<file path="config.mk">
export PLATFORM = sky130hd
export DESIGN_NAME = mws_mac
export DESIGN_NICKNAME = d
export VERILOG_FILES = /design/src/rtl/core/mws_pkg.sv /design/src/rtl/core/mws_mac.sv
export SDC_FILE = /design/constraint.sdc
export NUM_CORES = 2
export LEC_CHECK = 0
export BUFFER_PORTS_ARGS = -buffer_cell sky130_fd_sc_hd__buf_2
export CAP_MARGIN = 0
export CELL_PAD_IN_SITES_DETAIL_PLACEMENT = 1
export CELL_PAD_IN_SITES_GLOBAL_PLACEMENT = 2
export CORE_MARGIN = 2
export CORE_UTILIZATION = 37
export CTS_BUF_LIST = sky130_fd_sc_hd__clkbuf_4 sky130_fd_sc_hd__clkbuf_8
export DETAILED_ROUTE_END_ITERATION = 8
export GPL_TIMING_DRIVEN = 0
export HOLD_SLACK_MARGIN = 0.1
export PLACE_DENSITY_LB_ADDON = 0.25
export SETUP_SLACK_MARGIN = 0.3
export SLEW_MARGIN = 30
export SYNTH_ARGS = -nofsm -noshare
export SYNTH_HDL_FRONTEND = slang
export SYNTH_SLANG_ARGS = --single-unit
</file>
<file path="constraint.sdc">
create_clock -name i_clk -period 8.1 [get_ports i_clk]
set_clock_uncertainty 0.1 [all_clocks]
set_input_delay 0.405 -clock i_clk [delete_from_list [all_inputs] [get_ports i_clk]]
set_output_delay 0.405 -clock i_clk [all_outputs]
set_load 0.03 [all_outputs]
</file>
<file path="src/rtl/core/mws_pkg.sv">
`default_nettype none
package mws_pkg;

    localparam int NUM_BINS    = 2048;
    localparam int NUM_SOURCES = 4;
    localparam int FRAC_BITS   = 16;
    localparam int SLOTS       = 4;
    localparam int SRC_USED    = (NUM_SOURCES < SLOTS) ? NUM_SOURCES : SLOTS;
    localparam int BIN_W       = 11;
    localparam int ADDR_W      = BIN_W + 4;
    localparam int DEPTH       = SLOTS * 4 * (1 << BIN_W);
    localparam int ACC_W       = 66;
    localparam int DIV_W       = 32 + 2 * FRAC_BITS;
    localparam int DCNT_W      = $clog2(DIV_W);

    localparam logic [1:0] CMD_LOAD_COV = 2'd0;
    localparam logic [1:0] CMD_LOAD_PSD = 2'd1;
    localparam logic [1:0] CMD_SEPARATE = 2'd2;

    typedef struct packed {
        logic signed [31:0] re;
        logic signed [31:0] im;
    } t_cplx;

    typedef struct packed {
        logic                    issue;
        logic                    raw;
        logic                    neg;
        logic                    dst_im;
        logic                    clr;
        logic signed [ACC_W-1:0] init;
    } t_mac_ctl;

    function automatic logic signed [31:0] sat32(input logic signed [ACC_W-1:0] x);
        logic signed [31:0] r;
        if (x > $signed({{(ACC_W-32){1'b0}}, 32'h7FFFFFFF})) begin
            r = 32'sh7FFFFFFF;
        end else if (x < $signed({{(ACC_W-32){1'b1}}, 32'h80000000})) begin
            r = 32'sh80000000;
        end else begin
            r = x[31:0];
        end
        return r;
    endfunction

endpackage
`default_nettype wire

</file>
<file path="src/rtl/core/mws_mac.sv">
`default_nettype none
module mws_mac
    import mws_pkg::*;
(
    input  wire logic               i_clk,
    input  wire logic               i_rst_n,
    input  wire t_mac_ctl           i_ctl,
    input  wire logic signed [31:0] i_a,
    input  wire logic signed [31:0] i_b,
    output logic signed [ACC_W-1:0] o_acc_re,
    output logic signed [ACC_W-1:0] o_acc_im
);

    logic signed [63:0]      r_p;
    logic                    r_pv;
    logic                    r_pneg;
    logic                    r_pim;
    logic                    r_praw;
    logic signed [ACC_W-1:0] w_term;
    logic signed [63:0]      w_sh;

    // shift right is floor rounding of the product
    assign w_sh   = r_praw ? r_p : (r_p >>> FRAC_BITS);
    assign w_term = r_pneg ? -{{(ACC_W-64){w_sh[63]}}, w_sh}
                           : {{(ACC_W-64){w_sh[63]}}, w_sh};

    always_ff @(posedge i_clk) begin
        if (!i_rst_n) begin
            r_pv <= 1'b0;
        end else begin
            r_pv <= i_ctl.issue;
        end
        r_p    <= i_a * i_b;
        r_pneg <= i_ctl.neg;
        r_pim  <= i_ctl.dst_im;
        r_praw <= i_ctl.raw;
        if (i_ctl.clr) begin
            o_acc_re <= i_ctl.init;
            o_acc_im <= '0;
        end else if (r_pv) begin
            if (r_pim) begin
                o_acc_im <= o_acc_im + w_term;
            end else begin
                o_acc_re <= o_acc_re + w_term;
            end
        end
    end

endmodule
`default_nettype wire

</file>
==> flow_metrics.env <==
export IMPL_die_y_um=379
export IMPL_ys_seq_area_share_pct=8.97
export IMPL_synth_top_area_cell="fa_1"
export IMPL_path_clk_slew_ps=120
export IMPL_initial_core_util_pct=37.3
export IMPL_worstPathArrival_ps=8210
export IMPL_h_tree_depth=4
export IMPL_synth_most_common_cell="fa_1"
export IMPL_antenna_found_initial=17
export IMPL_place_ws_ps=-2090
export IMPL_grt_pass1_wl_um=323000
export IMPL_fin_util_pct=41.9
export IMPL_synth_top_flop_cell="dfxtp_1"
export IMPL_slowest_stage="fa_1"
export IMPL_syn_area_sq_mm=0.0520
export IMPL_via_per_inst=5.41
export IMPL_grt_total_usage_pct=31.0
export IMPL_outcome="completed"
export IMPL_drtAntennaViolNets=0
export IMPL_wl_um=222000
export IMPL_die_width_um=379
export IMPL_timing_slew_headroom_pct=32.4
export IMPL_layout_setup_ws_ps=227
export IMPL_nNetsFinal=7761
export IMPL_cts_tree="built"
export IMPL_synth_edff_count=66
export IMPL_routabilityCongestion=0.959
export IMPL_critPathCaptureType="register"
export IMPL_grt_pass1_vias=47700
export IMPL_max_freq_mhz=127
export IMPL_drtIter0Drc=2901
export IMPL_vias=43900
export IMPL_synth_distinct_cells=88
export IMPL_dp_hpwl_um=191000
export IMPL_cts_sinks=200
export IMPL_grt_setup_unrepaired="yes"
export IMPL_avgSynthCellArea_sq_um=8.91
export IMPL_required_ps=8430
export IMPL_cpMostUsedCell="fa_1"
export IMPL_grt_remaining_overflow=0
export IMPL_period_needed_ps=7870
export IMPL_slew_violations=0
export IMPL_wl_per_cell_um=27.3
export IMPL_area_growth_pct=12.3
export IMPL_crit_fanout=10
export IMPL_cts_buffers=17
export IMPL_synthArstFlopShare_pct=0
export IMPL_finalInstanceArea_sq_mm=0.0584
export IMPL_cts_root_buffer="clkbuf_8"
export IMPL_ios=269
export IMPL_ys_warn_count=0
export IMPL_maxCapViolCount=0
export IMPL_synth_area_leaders="fa_1, ha_1, inv_1"
export IMPL_clkLatencyLatePin_ps=570
export IMPL_synth_top_cell_area_share_pct=41.7
export IMPL_synth_ff_latch_count=200
export IMPL_hold_violations=0
export IMPL_path_class="input port to register"
export IMPL_coreArea_sq_mm=0.140
export IMPL_io_buffers=268
export IMPL_crit_path_max_incr_delay_ps=640
export IMPL_firstDrtPassIters=5
export IMPL_drc=0
export IMPL_grt_start_max_net_pins=21
export IMPL_finalSetupViolCount=0
export IMPL_crit_path_start_kind="input port"
export IMPL_rows=137
export IMPL_syn_nets=7371
export IMPL_synth_commonest_cells="fa_1, inv_1, nand2_1"
export IMPL_place_area_sq_mm=0.0559
export IMPL_die_area_sq_mm=0.144
export IMPL_timing_final_crit_share_pct=97.2
export IMPL_clk_path_buf_depth=2
export IMPL_synthesis_instances=5835
export IMPL_worstHoldPathType="input port to register"
export IMPL_drive_gt1_share_pct=11.2
export IMPL_tightestPinTransition_ps=1010
export IMPL_final_cells=8119
export IMPL_place_inst=7984
## path summary, 6_finish.rpt
kind | startpoint | endpoint | slack, ps | depth (start not counted)
worst max-delay path | i_b[21] | r_p[58] | 230 | 27
worst min-delay path | i_ctl[54] | o_acc_re[54] | 170 | 3
worst max register to register | r_praw | o_acc_re[64] | 610 | 29
worst min register to register | o_acc_im[5] | o_acc_im[5] | 390 | 2
## timing repair
| item | 4_1_cts | 5_1_grt |
|---|---|---|
| setup buffers | 13 | 19 |
| hold buffers | 67 | 0 |
| resized for setup | 310 | 219 |
| pin swaps | 11 | 21 |
| endpoints found under the hold margin | 66 | 0 |
| endpoints found under the setup margin | 120 | 46 |
## cell families (layout without fill, tap and decap cells)
family | after synthesis | count (layout) | share of synthesized area (%)
compound gates | 861 | 861 | 10.4
buf+inv | 1325 | 1728 | 9.68
fa+ha+maj | 1399 | 1399 | 49.3
other cells | 0 | 5 | 0
simple gates | 1759 | 1759 | 16.6
xor+xnor | 238 | 238 | 4.02
flops | 200 | 200 | 8.97
mux | 53 | 53 | 1.06
## cell usage in the layout (no fill, tap or decap), drive strengths merged, types with 8 or more instances in the layout
cell,Yosys,layout
or3,19,19
nand2b,33,33
nor2b,19,19
a21oi,282,282
a21o,134,134
o21a,22,22
fa,1084,1084
o31a,8,8
mux2,10,10
ha,315,315
nor4,11,11
o211ai,13,13
dlygate4sd3,0,67
inv,1021,1025
nor3b,13,13
nor3,67,67
xor2,102,102
a2111oi,9,9
or2,16,16
nand2,791,791
o21bai,32,32
a221oi,13,13
dfxtp,134,134
edfxtp,66,66
a31oi,18,18
clkbuf,287,252
and3,18,18
nand4,42,42
mux2i,43,43
o31ai,22,22
buf,17,374
a21boi,10,10
and2,496,496
a211oi,34,34
nand3,55,55
nor2,159,159
xnor2,136,136
o21ai,199,199
## state kept, by name (all words and copies together) (netlist names)
| signal | count |
|---|---|
| o_acc_im | 66 |
| o_acc_re | 66 |
| r_p | 64 |
| r_pim | 1 |
| r_pneg | 1 |
| r_praw | 1 |
| r_pv | 1 |
## area by class of cell
type                            count  area (sq um)
Buffer                            303          1910
Timing Repair Buffer              372          2400
Clock inverter                     14           153
Tap cell                         1876          2350
Fill cell                       16500         81100
Clock buffer                       18           248
Sequential cell                   200          4660
Multi-Input combinational cell   4310         42800
Inverter                         1021          3850
Antenna cell                        5          12.5
## critical path: cells and delay by family
kind | cells | cell delay [ps]
buffers and inverters | 7 | 900
AOI/OAI and AO/OA | 4 | 760
and+or+nand+nor | 6 | 1360
adders and majority gates | 9 | 4370
xor gates and xnor gates | 1 | 380
## metal layers
| metal | vias up | GRT usage [%] | wire, um |
|---|---|---|---|
| met5 | - | 0 | 59 |
| met4 | 8 | 12.3 | 10800 |
| met2 | 1553 | 53.1 | 107000 |
| met3 | 431 | 4.49 | 14400 |
| met1 | 22900 | 39.3 | 89500 |
| li1 | 19000 | - | - |
## per-stage QoR
stage	hold WS, ps	TNS, ps
after global routing	143	0
after detailed placement	369	-122700
after CTS	114	0
final	166	0
after global placement	361	-209270
after floorplan	333	0
Power is not shown: default switching activity piles up to over one toggle a cycle in this logic, so the estimate is an artifact.
