File: config.mk
export PLATFORM = sky130hd
export DESIGN_NAME = mws_div
export DESIGN_NICKNAME = d
export VERILOG_FILES = /design/src/rtl/core/mws_pkg.sv /design/src/rtl/core/mws_div.sv
export SDC_FILE = /design/constraint.sdc
export NUM_CORES = 1
export LEC_CHECK = 0
export BUFFER_PORTS_ARGS = -buffer_cell sky130_fd_sc_hd__buf_2
export CORE_MARGIN = 4
export CORE_UTILIZATION = 59
export DETAILED_ROUTE_END_ITERATION = 12
export PLACE_DENSITY = 0.86
export SYNTH_ARGS = -nofsm -noshare
export SYNTH_HDL_FRONTEND = slang
export SYNTH_SLANG_ARGS = --single-unit
File: constraint.sdc
create_clock -name i_clk -period 7.3 [get_ports i_clk]
set_clock_uncertainty 0.2 [all_clocks]
set_input_delay 0 -clock i_clk [delete_from_list [all_inputs] [get_ports i_clk]]
set_output_delay 0 -clock i_clk [all_outputs]
set_load 0.05 [all_outputs]
File: src/rtl/core/mws_pkg.sv
`default_nettype none
package mws_pkg;

    localparam int NUM_BINS    = 2048;
    localparam int NUM_SOURCES = 4;
    localparam int FRAC_BITS   = 16;
    localparam int SLOTS       = 4;
    localparam int SRC_USED    = (NUM_SOURCES < SLOTS) ? NUM_SOURCES : SLOTS;
    localparam int BIN_W       = 11;
    localparam int ADDR_W      = BIN_W + 4;
    localparam int DEPTH       = SLOTS * 4 * (1 << BIN_W);
    localparam int ACC_W       = 66;
    localparam int DIV_W       = 32 + 2 * FRAC_BITS;
    localparam int DCNT_W      = $clog2(DIV_W);

    localparam logic [1:0] CMD_LOAD_COV = 2'd0;
    localparam logic [1:0] CMD_LOAD_PSD = 2'd1;
    localparam logic [1:0] CMD_SEPARATE = 2'd2;

    typedef struct packed {
        logic signed [31:0] re;
        logic signed [31:0] im;
    } t_cplx;

    typedef struct packed {
        logic                    issue;
        logic                    raw;
        logic                    neg;
        logic                    dst_im;
        logic                    clr;
        logic signed [ACC_W-1:0] init;
    } t_mac_ctl;

    function automatic logic signed [31:0] sat32(input logic signed [ACC_W-1:0] x);
        logic signed [31:0] r;
        if (x > $signed({{(ACC_W-32){1'b0}}, 32'h7FFFFFFF})) begin
            r = 32'sh7FFFFFFF;
        end else if (x < $signed({{(ACC_W-32){1'b1}}, 32'h80000000})) begin
            r = 32'sh80000000;
        end else begin
            r = x[31:0];
        end
        return r;
    endfunction

endpackage
`default_nettype wire

File: src/rtl/core/mws_div.sv
`default_nettype none
module mws_div
    import mws_pkg::*;
(
    input  wire logic             i_clk,
    input  wire logic             i_rst_n,
    input  wire logic             i_start,
    input  wire logic [31:0]      i_num,
    input  wire logic [63:0]      i_den,
    output logic                  o_busy,
    output logic                  o_done,
    output logic      [DIV_W-1:0] o_quot
);

    logic [DIV_W-1:0]  r_dvd;
    logic [64:0]       r_rem;
    logic [63:0]       r_den;
    logic [DCNT_W-1:0] r_cnt;
    logic [64:0]       w_t;
    logic              w_ge;

    assign w_t  = {r_rem[63:0], r_dvd[DIV_W-1]};
    assign w_ge = (w_t >= {1'b0, r_den});

    // restoring long division, one quotient bit per cycle
    always_ff @(posedge i_clk) begin
        if (!i_rst_n) begin
            o_busy <= 1'b0;
            o_done <= 1'b0;
        end else begin
            o_done <= 1'b0;
            if (i_start) begin
                o_busy <= 1'b1;
                r_rem  <= '0;
                r_dvd  <= {i_num, {(2 * FRAC_BITS){1'b0}}};
                r_den  <= i_den;
                o_quot <= '0;
                r_cnt  <= DCNT_W'(DIV_W - 1);
            end else if (o_busy) begin
                r_rem  <= w_ge ? (w_t - {1'b0, r_den}) : w_t;
                o_quot <= {o_quot[DIV_W-2:0], w_ge};
                r_dvd  <= {r_dvd[DIV_W-2:0], 1'b0};
                r_cnt  <= r_cnt - 1'b1;
                if (r_cnt == '0) begin
                    o_busy <= 1'b0;
                    o_done <= 1'b1;
                end
            end
        end
    end

endmodule
`default_nettype wire
==> flow_metrics.py, run 1 <==
metrics = {
    "status": {
        "status": "completed",
    },
    "yosys": {
        "synth_cell_types": 85,
        "ys.flop_type": "edfxtp_1",
        "synth.area.mux_share_pct": 2.871,
        "synthesis.nets": 1371,
        "ys_seq_area_share_pct": 52.43,
        "synth_area_sq_um": 13250,
        "synth_xor_area_share_pct": 3.636,
        "synth_edf_count": 230,
        "synth_seq_cells": 232,
        "synth.largest_area_cell": "edfxtp_1",
        "synth_compound_area_share_pct": 15.53,
        "ys_top_cells_by_area": "edfxtp_1 (52%), ha_1 (6.2%), a21oi_1 (4.5%)",
        "yosys.area_share.simple_pct": 14.25,
        "yosysTopAreaCellShare_pct": 52.13,
        "syn_inst": 1205,
        "synth_area_per_cell_sq_um": 10.99,
        "synth_async_sr_flop_share_pct": 0,
        "synth_top_family_by_area": "compound AO/OA/AOI/OAI gates",
        "yosysWarnings": 0,
        "synth_fa_ha_area_share_pct": 6.384,
    },
    "pwr": {
        "p_leak_nw": 6.700,
        "power_density_nw_per_um2": 242.0,
        "ir_drop_mv": 0.2300,
        "fin_total_pwr_mw": 4.005,
    },
    "critical_path": {
        "rrSetupSlack_ns": 3.14,
        "cp.arrival_ns": 4.25,
        "crit_buf_inv": 0,
        "worstSetupStartpoint": "r_rem[14]",
        "start_kind": "flip-flop",
        "crit_required_ns": 7.39,
        "critPathMaxFanout": 77,
        "endpoint": "r_rem[40]",
        "worstSetupEndpointType": "flip-flop",
        "cpLargestDelayFamily": "compound AO/OA/AOI/OAI gates",
        "slowest_delay_ns": 0.69,
        "path_cells": "ha_1 > nand4_1 > or3_1 > a211oi_2 > nor4_4 > o2bb2ai_2 > a22oi_4 > a41o_4 > a21o_4 > nor2_1 > a22o_1",
        "worstRegToRegCells": 11,
        "worstReg2RegEnd": "r_rem[40]",
        "cp_num_cells": 11,
        "timing.rr.start": "r_rem[14]",
        "cp_slowest_cell": "a21o_4",
        "worst-setup-path-type": "flip-flop to flip-flop",
    },
    "timing": {
        "final.setup.tns_ns": 0,
        "min_period_over_period_pct": 56.99,
        "drv_slew": 0,
        "hold_viol": 0,
        "rsz0062_at_grt": "no",
        "setup_viol": 0,
        "period_needed_ns": 4.160,
        "relSlewSlack_pct": 33.50,
        "fmax_ghz": 0.2404,
        "worst_slew_pin_slew_ns": 0.9975,
    },
    "drt": {
        "drc": 0,
        "ant_nets": 0,
        "first_iter_violations": 827,
        "wl_per_cell_um": 19.20,
        "wl_um": 34600,
        "avgViaCountPerCell": 5.940,
        "drtPass1Iterations": 6,
        "num_vias": 10703,
    },
    "global_route": {
        "first_global_vias": 10846,
        "met2_usage_pct": 47.87,
        "grt_util_met3_pct": 5.139,
        "grt_overflow": 0,
        "top_usage_layer": "met2",
        "grt_start_max_net_pins": 90,
        "groute.usage.overall_pct": 27.51,
        "antenna_found_initial": 0,
        "grt_pass1_wl_um": 55380,
        "globalRouteMet1Util_pct": 35.29,
    },
    "clock_network": {
        "clockRootBuffer": "clkbuf_16",
        "clk_latency_ns": 0.54,
        "cts_buffer_depth": 3,
        "holdBufCountCts": 158,
        "htreeDepth": 1,
        "numCtsBuffers": 25,
        "postCtsSetupBuffers": 0,
        "cts.sinks": 232,
        "clk_pin_slew_ns": 0.06,
        "tritoncts": "yes",
        "postCtsResizedCells": 0,
    },
    "floorplanning": {
        "die_y_um": 157.9,
        "die_area_sq_um": 24920,
        "rows": 54,
        "start_util_pct": 60.34,
        "core_area_sq_um": 21960,
        "io_pins": 165,
        "dieWidth_um": 157.9,
    },
    "placed_design": {
        "dp.cells": 1596,
        "io_buffers": 164,
        "hpwl_um": 21200,
        "gp_congestion": 1.014,
        "placed_area_sq_um": 14130,
    },
    "finish": {
        "fin_cells": 1802,
        "drive_gt1_share_pct": 18.66,
        "syn_to_final_growth_pct": 24.88,
        "fin_area_sq_um": 16550,
        "nets": 1669,
        "n_antenna_cell": 0,
    },
    "flow_run": {
        "drv_cap": 0,
    },
    "worst_hold_path": {
        "hold_path_class": "input port to flip-flop",
    },
}
==> final cells by class <==
cell class	count	area (sq um)
Clock buffer	27	633.1
Clock inverter	19	183.9
Fill cell	1379	5413
Inverter	82	307.8
Multi-Input combinational cell	833	5662
Sequential cell	232	6947
Tap cell	280	350.3
Timing Repair Buffer	329	2462
==> state kept, by name (all words and copies together), names as in the netlist <==
signal  count
o_done      1
r_dvd      32
o_busy      1
r_den      64
r_rem      64
o_quot     64
r_cnt       6
==> power breakdown <==
group          internal [mW]  total, mW  leakage [nW]  switching (mW)
clock network          0.737       1.27         0.402           0.535
logic                  0.425       1.08          4.07           0.657
registers               1.60       1.65          2.23          0.0507
==> cells in the mapped netlist, types with 3 or more instances <==
cell type  number
a21oi_1       118
o31ai_1         4
a211oi_1       13
and4_1          3
xor2_1         17
xnor2_1        38
nor3b_1         3
a21boi_0        5
nand2b_1        9
inv_1          82
o21ai_0        36
o21bai_1       14
a21o_1         30
ha_1           66
o21a_1         16
clkbuf_1       24
nor3_1         16
edfxtp_1      230
and3_1          9
mux2_2         32
a211oi_2       12
a31oi_1         4
a22o_1          3
buf_2          19
or2_2           4
or3_1           5
nand3_1        19
nor2b_1        72
a311oi_1        3
nand2_1       135
nand4_1        20
o2111ai_1       3
and2_1          8
nor4_1          3
o221a_2         3
buf_6           6
nor2_1         58
==> per-stage QoR <==
stage	setup WS, ns	utilization, %	hold slack, ns
3_3_place_gp	3.344	64.34	-0.02316
4_1_cts	3.252	75.26	0.001076
2_1_floorplan	1.916	-	-0.1011
5_1_grt	2.973	75.35	0.02331
3_5_place_dp	3.286	64.34	-0.02184
6_report	3.140	75.35	0.03915
==> worst min-delay path by stage <==
stage               startpoint        end  slack, ns  cells after the start
finish               i_den[58]  r_den[58]       0.04                      2
global route         i_den[58]  r_den[58]       0.02                      2
CTS                   i_den[2]   r_den[2]      0.001                      2
detailed placement    i_den[7]   r_den[7]      -0.02                      1
global placement     i_den[62]  r_den[62]      -0.02                      1
floorplan             i_den[0]   r_den[0]      -0.10                      0
==> per-layer routing <==
metal / wire, um / share of wire [%] / vias up
li1: - / - / 4982
met1: 13900 / 40 / 5128
met2: 17000 / 49 / 503
met3: 2652 / 7.7 / 90
met4: 1048 / 3.0 / 0
met5: 0 / 0 / -
==> layout by cell type, fill, tap and decap left out, types with 4 or more instances in the layout <==
cell type,Yosys,routed
xnor2_1,38,38
nor2_1,58,58
nand4_1,20,20
o21bai_1,14,14
or2_2,4,4
nor3_1,16,16
nand2_1,135,135
nand2b_1,9,9
or3_1,5,5
clkinv_2,0,8
a211oi_2,12,12
and2_1,8,7
a21boi_0,5,5
and3_1,9,9
clkbuf_16,0,25
ha_1,66,66
buf_2,19,163
o31ai_1,4,4
o21a_1,16,15
o21ai_0,36,36
nand3_1,19,19
nor2b_1,72,72
a21o_1,30,30
dlygate4sd3_1,0,160
clkinv_1,0,5
buf_4,2,6
xor2_1,17,17
mux2_2,32,32
a31oi_1,4,4
inv_1,82,82
a211oi_1,13,13
a21oi_1,118,118
edfxtp_1,230,230
==> cell families after synthesis <==
logic type / count (synthesis)
and+or+nand+nor: 376
AOI/OAI and AO/OA: 301
DFF: 232
buffers and inverters: 140
adders and majority gates: 67
xor gates and xnor gates: 55
muxes: 34
(Power assumes the default switching activity.)
==> inputs of run 2 (changes only) <==
==> constraint.sdc (replaced) <==
create_clock -name i_clk -period 4.35 [get_ports i_clk]
set_clock_uncertainty 0.2 [all_clocks]
set_input_delay 0 -clock i_clk [delete_from_list [all_inputs] [get_ports i_clk]]
set_output_delay 0 -clock i_clk [all_outputs]
set_load 0.05 [all_outputs]
==> run 2 against run 1 <==
Compared with the run above: via count is 1.1% lower; non-clock buffer count is 3 higher; sequential power is 68% higher; design area hardly changed; maximum frequency is 5.2% higher; critical path type unchanged.
==> flow_metrics.py, run 2 (same netlist as run 1, synthesis figures left out) <==
metrics = {
    "finish": {
        "mostFrequentLayoutCell": "edfxtp_1",
        "fin_cells": 1806,
        "top_regs": "o_quot x64, r_den x64, r_rem x64",
        "syn_to_final_growth_pct": 25.01,
        "final_cell_mix": "edfxtp_1 (230), buf_2 (163), dlygate4sd3_1 (158), nand2_1 (135), a21oi_1 (118)",
        "fill_cells": 1417,
        "final_util_pct": 75.42,
        "drive_gt1_share_pct": 18.62,
        "fin_area_sq_um": 16560,
        "nets": 1672,
    },
    "clock_network": {
        "tritoncts": "yes",
        "cts.sinks": 232,
        "postCtsSetupBuffers": 0,
        "numCtsBuffers": 25,
        "htreeDepth": 1,
        "clk_pin_slew_ns": 0.06,
        "clk_latency_ns": 0.55,
        "cts_buffer_depth": 3,
        "clockRootBuffer": "clkbuf_16",
    },
    "placed_design": {
        "hpwl_um": 21400,
        "io_buffers": 164,
        "gp_congestion": 0.9573,
        "dp.cells": 1601,
        "dp_slack_ns": 0.5521,
        "placed_area_sq_um": 14190,
    },
    "flow_run": {
        "drv_cap": 0,
    },
    "drt": {
        "ant_nets": 0,
        "highest_layer": "met4",
        "drtPass1Iterations": 5,
        "dr_wl_met3_um": 2582,
        "num_vias": 10585,
        "avgViaCountPerCell": 5.861,
        "drc": 0,
        "first_iter_violations": 681,
        "wl_um": 34100,
        "met2WireLength_um": 16500,
        "met1_length_um": 14000,
        "wl_per_cell_um": 18.88,
    },
    "timing": {
        "worst_slew_pin_slew_ns": 1.003,
        "fmax_ghz": 0.2528,
        "rsz0062_at_grt": "no",
        "relSlewSlack_pct": 33.16,
        "final.setup.tns_ns": 0,
        "min_period_over_period_pct": 90.93,
        "setup_viol": 0,
        "fin_ws_ns": 0.3946,
        "drv_slew": 0,
        "holdWs_ns": 0.005315,
        "hold_viol": 0,
        "period_needed_ns": 3.955,
    },
    "floorplanning": {
        "core_area_sq_um": 21960,
        "start_util_pct": 60.34,
        "dieWidth_um": 157.9,
        "io_pins": 165,
        "die_area_sq_um": 24920,
        "die_y_um": 157.9,
        "rows": 54,
    },
    "critical_path": {
        "start_kind": "flip-flop",
        "cp.arrival_ns": 4.09,
        "path_cells": "ha_1 > nand4_1 > or3_1 > a211oi_2 > nor4_4 > o2bb2ai_2 > a22oi_4 > a41o_4 > a21o_4 > buf_4 > nor2_1 > a211oi_1",
        "worstSetupEndpointType": "flip-flop",
        "slowest_delay_ns": 0.47,
        "rrSetupSlack_ns": 0.39,
        "critPathMaxFanout": 40,
        "worst-setup-path-type": "flip-flop to flip-flop",
        "cp_slowest_cell": "ha_1",
        "crit_required_ns": 4.49,
    },
    "pwr": {
        "power_density_nw_per_um2": 402.6,
        "ir_drop_mv": 0.4281,
        "fin_total_pwr_mw": 6.668,
        "p_leak_nw": 6.698,
    },
    "global_route": {
        "first_global_vias": 10770,
        "groute.usage.overall_pct": 27.35,
        "grt_start_max_net_pins": 86,
        "grt_overflow": 0,
        "antenna_found_initial": 1,
        "grt_pass1_wl_um": 54870,
    },
    "worst_hold_path": {
        "hold_path_class": "input port to flip-flop",
    },
    "status": {
        "status": "completed",
    },
}
## run 2: routing by layer
layer / global-route usage [%] / vias to the layer above
li1: - / 4984
met1: 34.72 / 5069
met2: 46.98 / 446
met3: 6.370 / 86
met4: 8.111 / 0
met5: 0 / -
## run 2: power by group
group          leakage (nW)  switching [mW]  internal [mW]  total, mW
Sequential             2.23          0.0852           2.68       2.77
Clock                 0.376           0.913           1.17       2.09
Combinational          4.09            1.09          0.725       1.81
Total                  6.70            2.09           4.58       6.67
## run 2: path summary, 6_finish.rpt
check | startpoint | endpoint | cells past startpoint
worst max-delay path | r_rem[8] | r_rem[1] | 12
worst min-delay path | i_den[58] | r_den[58] | 2
worst max register to register | r_rem[8] | r_rem[1] | 12
worst min register to register | o_busy | o_done | 2
## run 2: layout make-up
| class | count | area, sq um | area share (%) |
|---|---|---|---|
| Sequential cell | 232 | 6947 | 41.94 |
| Multi-Input combinational cell | 833 | 5662 | 34.18 |
| Timing Repair Buffer | 332 | 2505 | 15.12 |
| Clock buffer | 27 | 633.1 | 3.823 |
| Tap cell | 280 | 350.3 | 2.115 |
| Inverter | 82 | 307.8 | 1.858 |
| Clock inverter | 19 | 155.1 | 0.9368 |
| Antenna cell | 1 | 2.502 | 0.01511 |
## run 2: worst max-delay path: cells and delay by family (launching register included)
| family | cells | cell delay [ns] |
|---|---|---|
| compound gates | 6 | 1.63 |
| buf+inv | 1 | 0.34 |
| fa+ha+maj | 1 | 0.47 |
| simple gates | 4 | 0.71 |
| flops | 1 | 0.40 |
## run 2: timing repair
action / 4_1_cts / 5_1_grt
hold buffers: 158 / 0
hold endpoints to repair: 140 / 0
resized for setup: 0 / 0
==> inputs of run 3 (changes only) <==
==> constraint.sdc (replaced) <==
create_clock -name i_clk -period 4.35 [get_ports i_clk]
set_clock_uncertainty 0.2 [all_clocks]
set_input_delay 0.87 -clock i_clk [delete_from_list [all_inputs] [get_ports i_clk]]
set_output_delay 0.87 -clock i_clk [all_outputs]
set_load 0.05 [all_outputs]
==> run 3 against run 2 <==
Compared with the run above: first-iteration DRC count down 6.9%; flip-flop and latch count unchanged; wire length down 11%; hold slack improved by 0.27 ns; clock-buffer cell count increased by 2; setup slack improved by 0.030 ns; non-clock buffer count is 161 lower; global-route usage down 2.8 points; critical endpoint is now r_rem[62].
==> flow_metrics.py, run 3 (same netlist as run 1, synthesis figures left out) <==
metrics = {
    "floorplanning": {
        "rows": 54,
        "io_pins": 165,
        "die_area_sq_um": 24920,
        "die_y_um": 157.9,
        "dieWidth_um": 157.9,
        "core_area_sq_um": 21960,
        "start_util_pct": 60.34,
    },
    "timing": {
        "fin_ws_ns": 0.4251,
        "period_needed_ns": 3.925,
        "worst_slew_pin_slew_ns": 0.9053,
        "rsz0062_at_grt": "no",
        "fmax_ghz": 0.2548,
        "min_period_over_period_pct": 90.23,
        "setup_viol": 0,
        "hold_viol": 0,
        "drv_slew": 0,
        "final.setup.tns_ns": 0,
        "relSlewSlack_pct": 39.65,
    },
    "finish": {
        "mostFrequentLayoutCell": "edfxtp_1",
        "nets": 1511,
        "fin_cells": 1645,
        "final_cell_mix": "edfxtp_1 (230), buf_2 (163), nand2_1 (135), a21oi_1 (118), inv_1 (82)",
        "top_regs": "o_quot x64, r_den x64, r_rem x64",
        "drive_gt1_share_pct": 20.89,
        "final_util_pct": 68.32,
        "syn_to_final_growth_pct": 13.23,
    },
    "placed_design": {
        "io_buffers": 164,
        "hpwl_um": 21470,
        "dp_slack_ns": 0.5291,
        "gp_congestion": 0.9439,
        "dp.cells": 1598,
    },
    "critical_path": {
        "worst-setup-path-type": "flip-flop to flip-flop",
        "cp.arrival_ns": 4.09,
        "cp_slowest_cell": "o31a_2",
        "slowest_delay_ns": 0.44,
        "crit_required_ns": 4.51,
        "cp_common_cell": "nand3_1",
        "critPathMaxFanout": 6,
        "path_cells": "inv_1 > ha_1 > fa_1 > nor2b_1 > o2111ai_1 > nand3_1 > a211oi_2 > o31a_2 > o311a_1 > o21bai_1 > a41o_1 > nand3_1 > a311oi_1",
        "worstSetupEndpointType": "flip-flop",
        "start_kind": "flip-flop",
    },
    "global_route": {
        "grt_start_max_net_pins": 73,
        "grt_pass1_wl_um": 49420,
        "grt_overflow": 0,
        "first_global_vias": 9893,
        "groute.usage.overall_pct": 24.55,
        "antenna_found_initial": 6,
    },
    "drt": {
        "drtPass1Iterations": 6,
        "wl_um": 30320,
        "drc": 0,
        "first_iter_violations": 634,
        "avgViaCountPerCell": 5.918,
        "num_vias": 9735,
        "ant_nets": 0,
        "wl_per_cell_um": 18.43,
    },
    "clock_network": {
        "htreeDepth": 1,
        "tritoncts": "yes",
        "postCtsSetupBuffers": 0,
        "holdBufCountCts": 0,
        "cts.sinks": 232,
        "cts_buffer_depth": 3,
        "clk_latency_ns": 0.54,
        "clockRootBuffer": "clkbuf_16",
        "numCtsBuffers": 25,
        "postCtsResizedCells": 0,
        "clk_pin_slew_ns": 0.07,
    },
    "pwr": {
        "ir_drop_mv": 0.3419,
        "sw_frac_of_total_pct": 30.88,
        "seqPwrFrac_pct": 42.4,
        "power.switching_mw": 2.009,
        "clockPowerShare_pct": 31.9,
        "p_leak_nw": 6.050,
        "power_density_nw_per_um2": 433.7,
        "comb_power_share_pct": 25.7,
        "power.internal_mw": 4.497,
    },
    "flow_run": {
        "drv_cap": 0,
    },
    "status": {
        "status": "completed",
    },
    "worst_hold_path": {
        "hold_path_class": "flip-flop to flip-flop",
    },
}
run 3: cell count changes in the layout (fill, tap and decap cells not counted), sizes merged:
cell         change
dlygate4sd3    -158
buf              -3
clkbuf           +2
clkinv           -2
clkinvlp         -1
inv              +1
run 3: worst paths after layout:
check,startpoint,to,slack [ns],cells after the start
worst min-delay path,o_busy,o_done,0.28,2
worst min register to register,o_busy,o_done,0.28,2
worst max-delay path,r_dvd[63],r_rem[62],0.43,13
worst max register to register,r_dvd[63],r_rem[62],0.43,13
run 3: per-layer routing:
layer / GRT usage (%) / part of all wire, %
met2: 40.31 / 48
met3: 6.725 / 8.3
met5: 0 / 0.22
met4: 6.964 / 2.5
met1: 32.30 / 41
run 3: layout make-up:
| cell class | count | area (sq um) |
|---|---|---|
| fill | 1642 | 6957 |
| sequential | 232 | 6947 |
| multi-input combinational | 833 | 5662 |
| timing repair buffer | 171 | 938.4 |
| clock buffer | 29 | 640.6 |
| tap | 280 | 350.3 |
| inverter | 82 | 307.8 |
| clock inverter | 17 | 153.9 |
| antenna | 1 | 2.502 |
run 3: through the flow:
| stage | hold slack (ns) | cell area (sq um) | power, mW |
|---|---|---|---|
| 4_1_cts | 0.2774 | 15000 | 6.541 |
| 2_1_floorplan | 0.3248 | 13260 | 4.095 |
| 5_1_grt | 0.2779 | 15000 | 6.827 |
| 6_report | 0.2759 | 15000 | 6.506 |
| 3_3_place_gp | 0.2471 | 14200 | 4.423 |
| 3_5_place_dp | 0.2721 | 14200 | 4.459 |
run 3: power by group through the flow:
stage / sequential (mW) / combinational [mW] / clock [mW]
final: 2.76 / 1.67 / 2.07
after global routing: 2.78 / 1.85 / 2.20
after CTS: 2.76 / 1.67 / 2.11
after detailed placement: 2.80 / 1.66 / 0
after global placement: 2.80 / 1.63 / 0
after floorplan: 2.91 / 1.19 / 0
run 3: worst max-delay path, delay by kind of cell (launching register included):
kind	cells	cell delay, ns
compound gates	7	1.91
fa+ha+maj	2	0.65
simple gates	3	0.58
flops	1	0.35
buf+inv	1	0.05
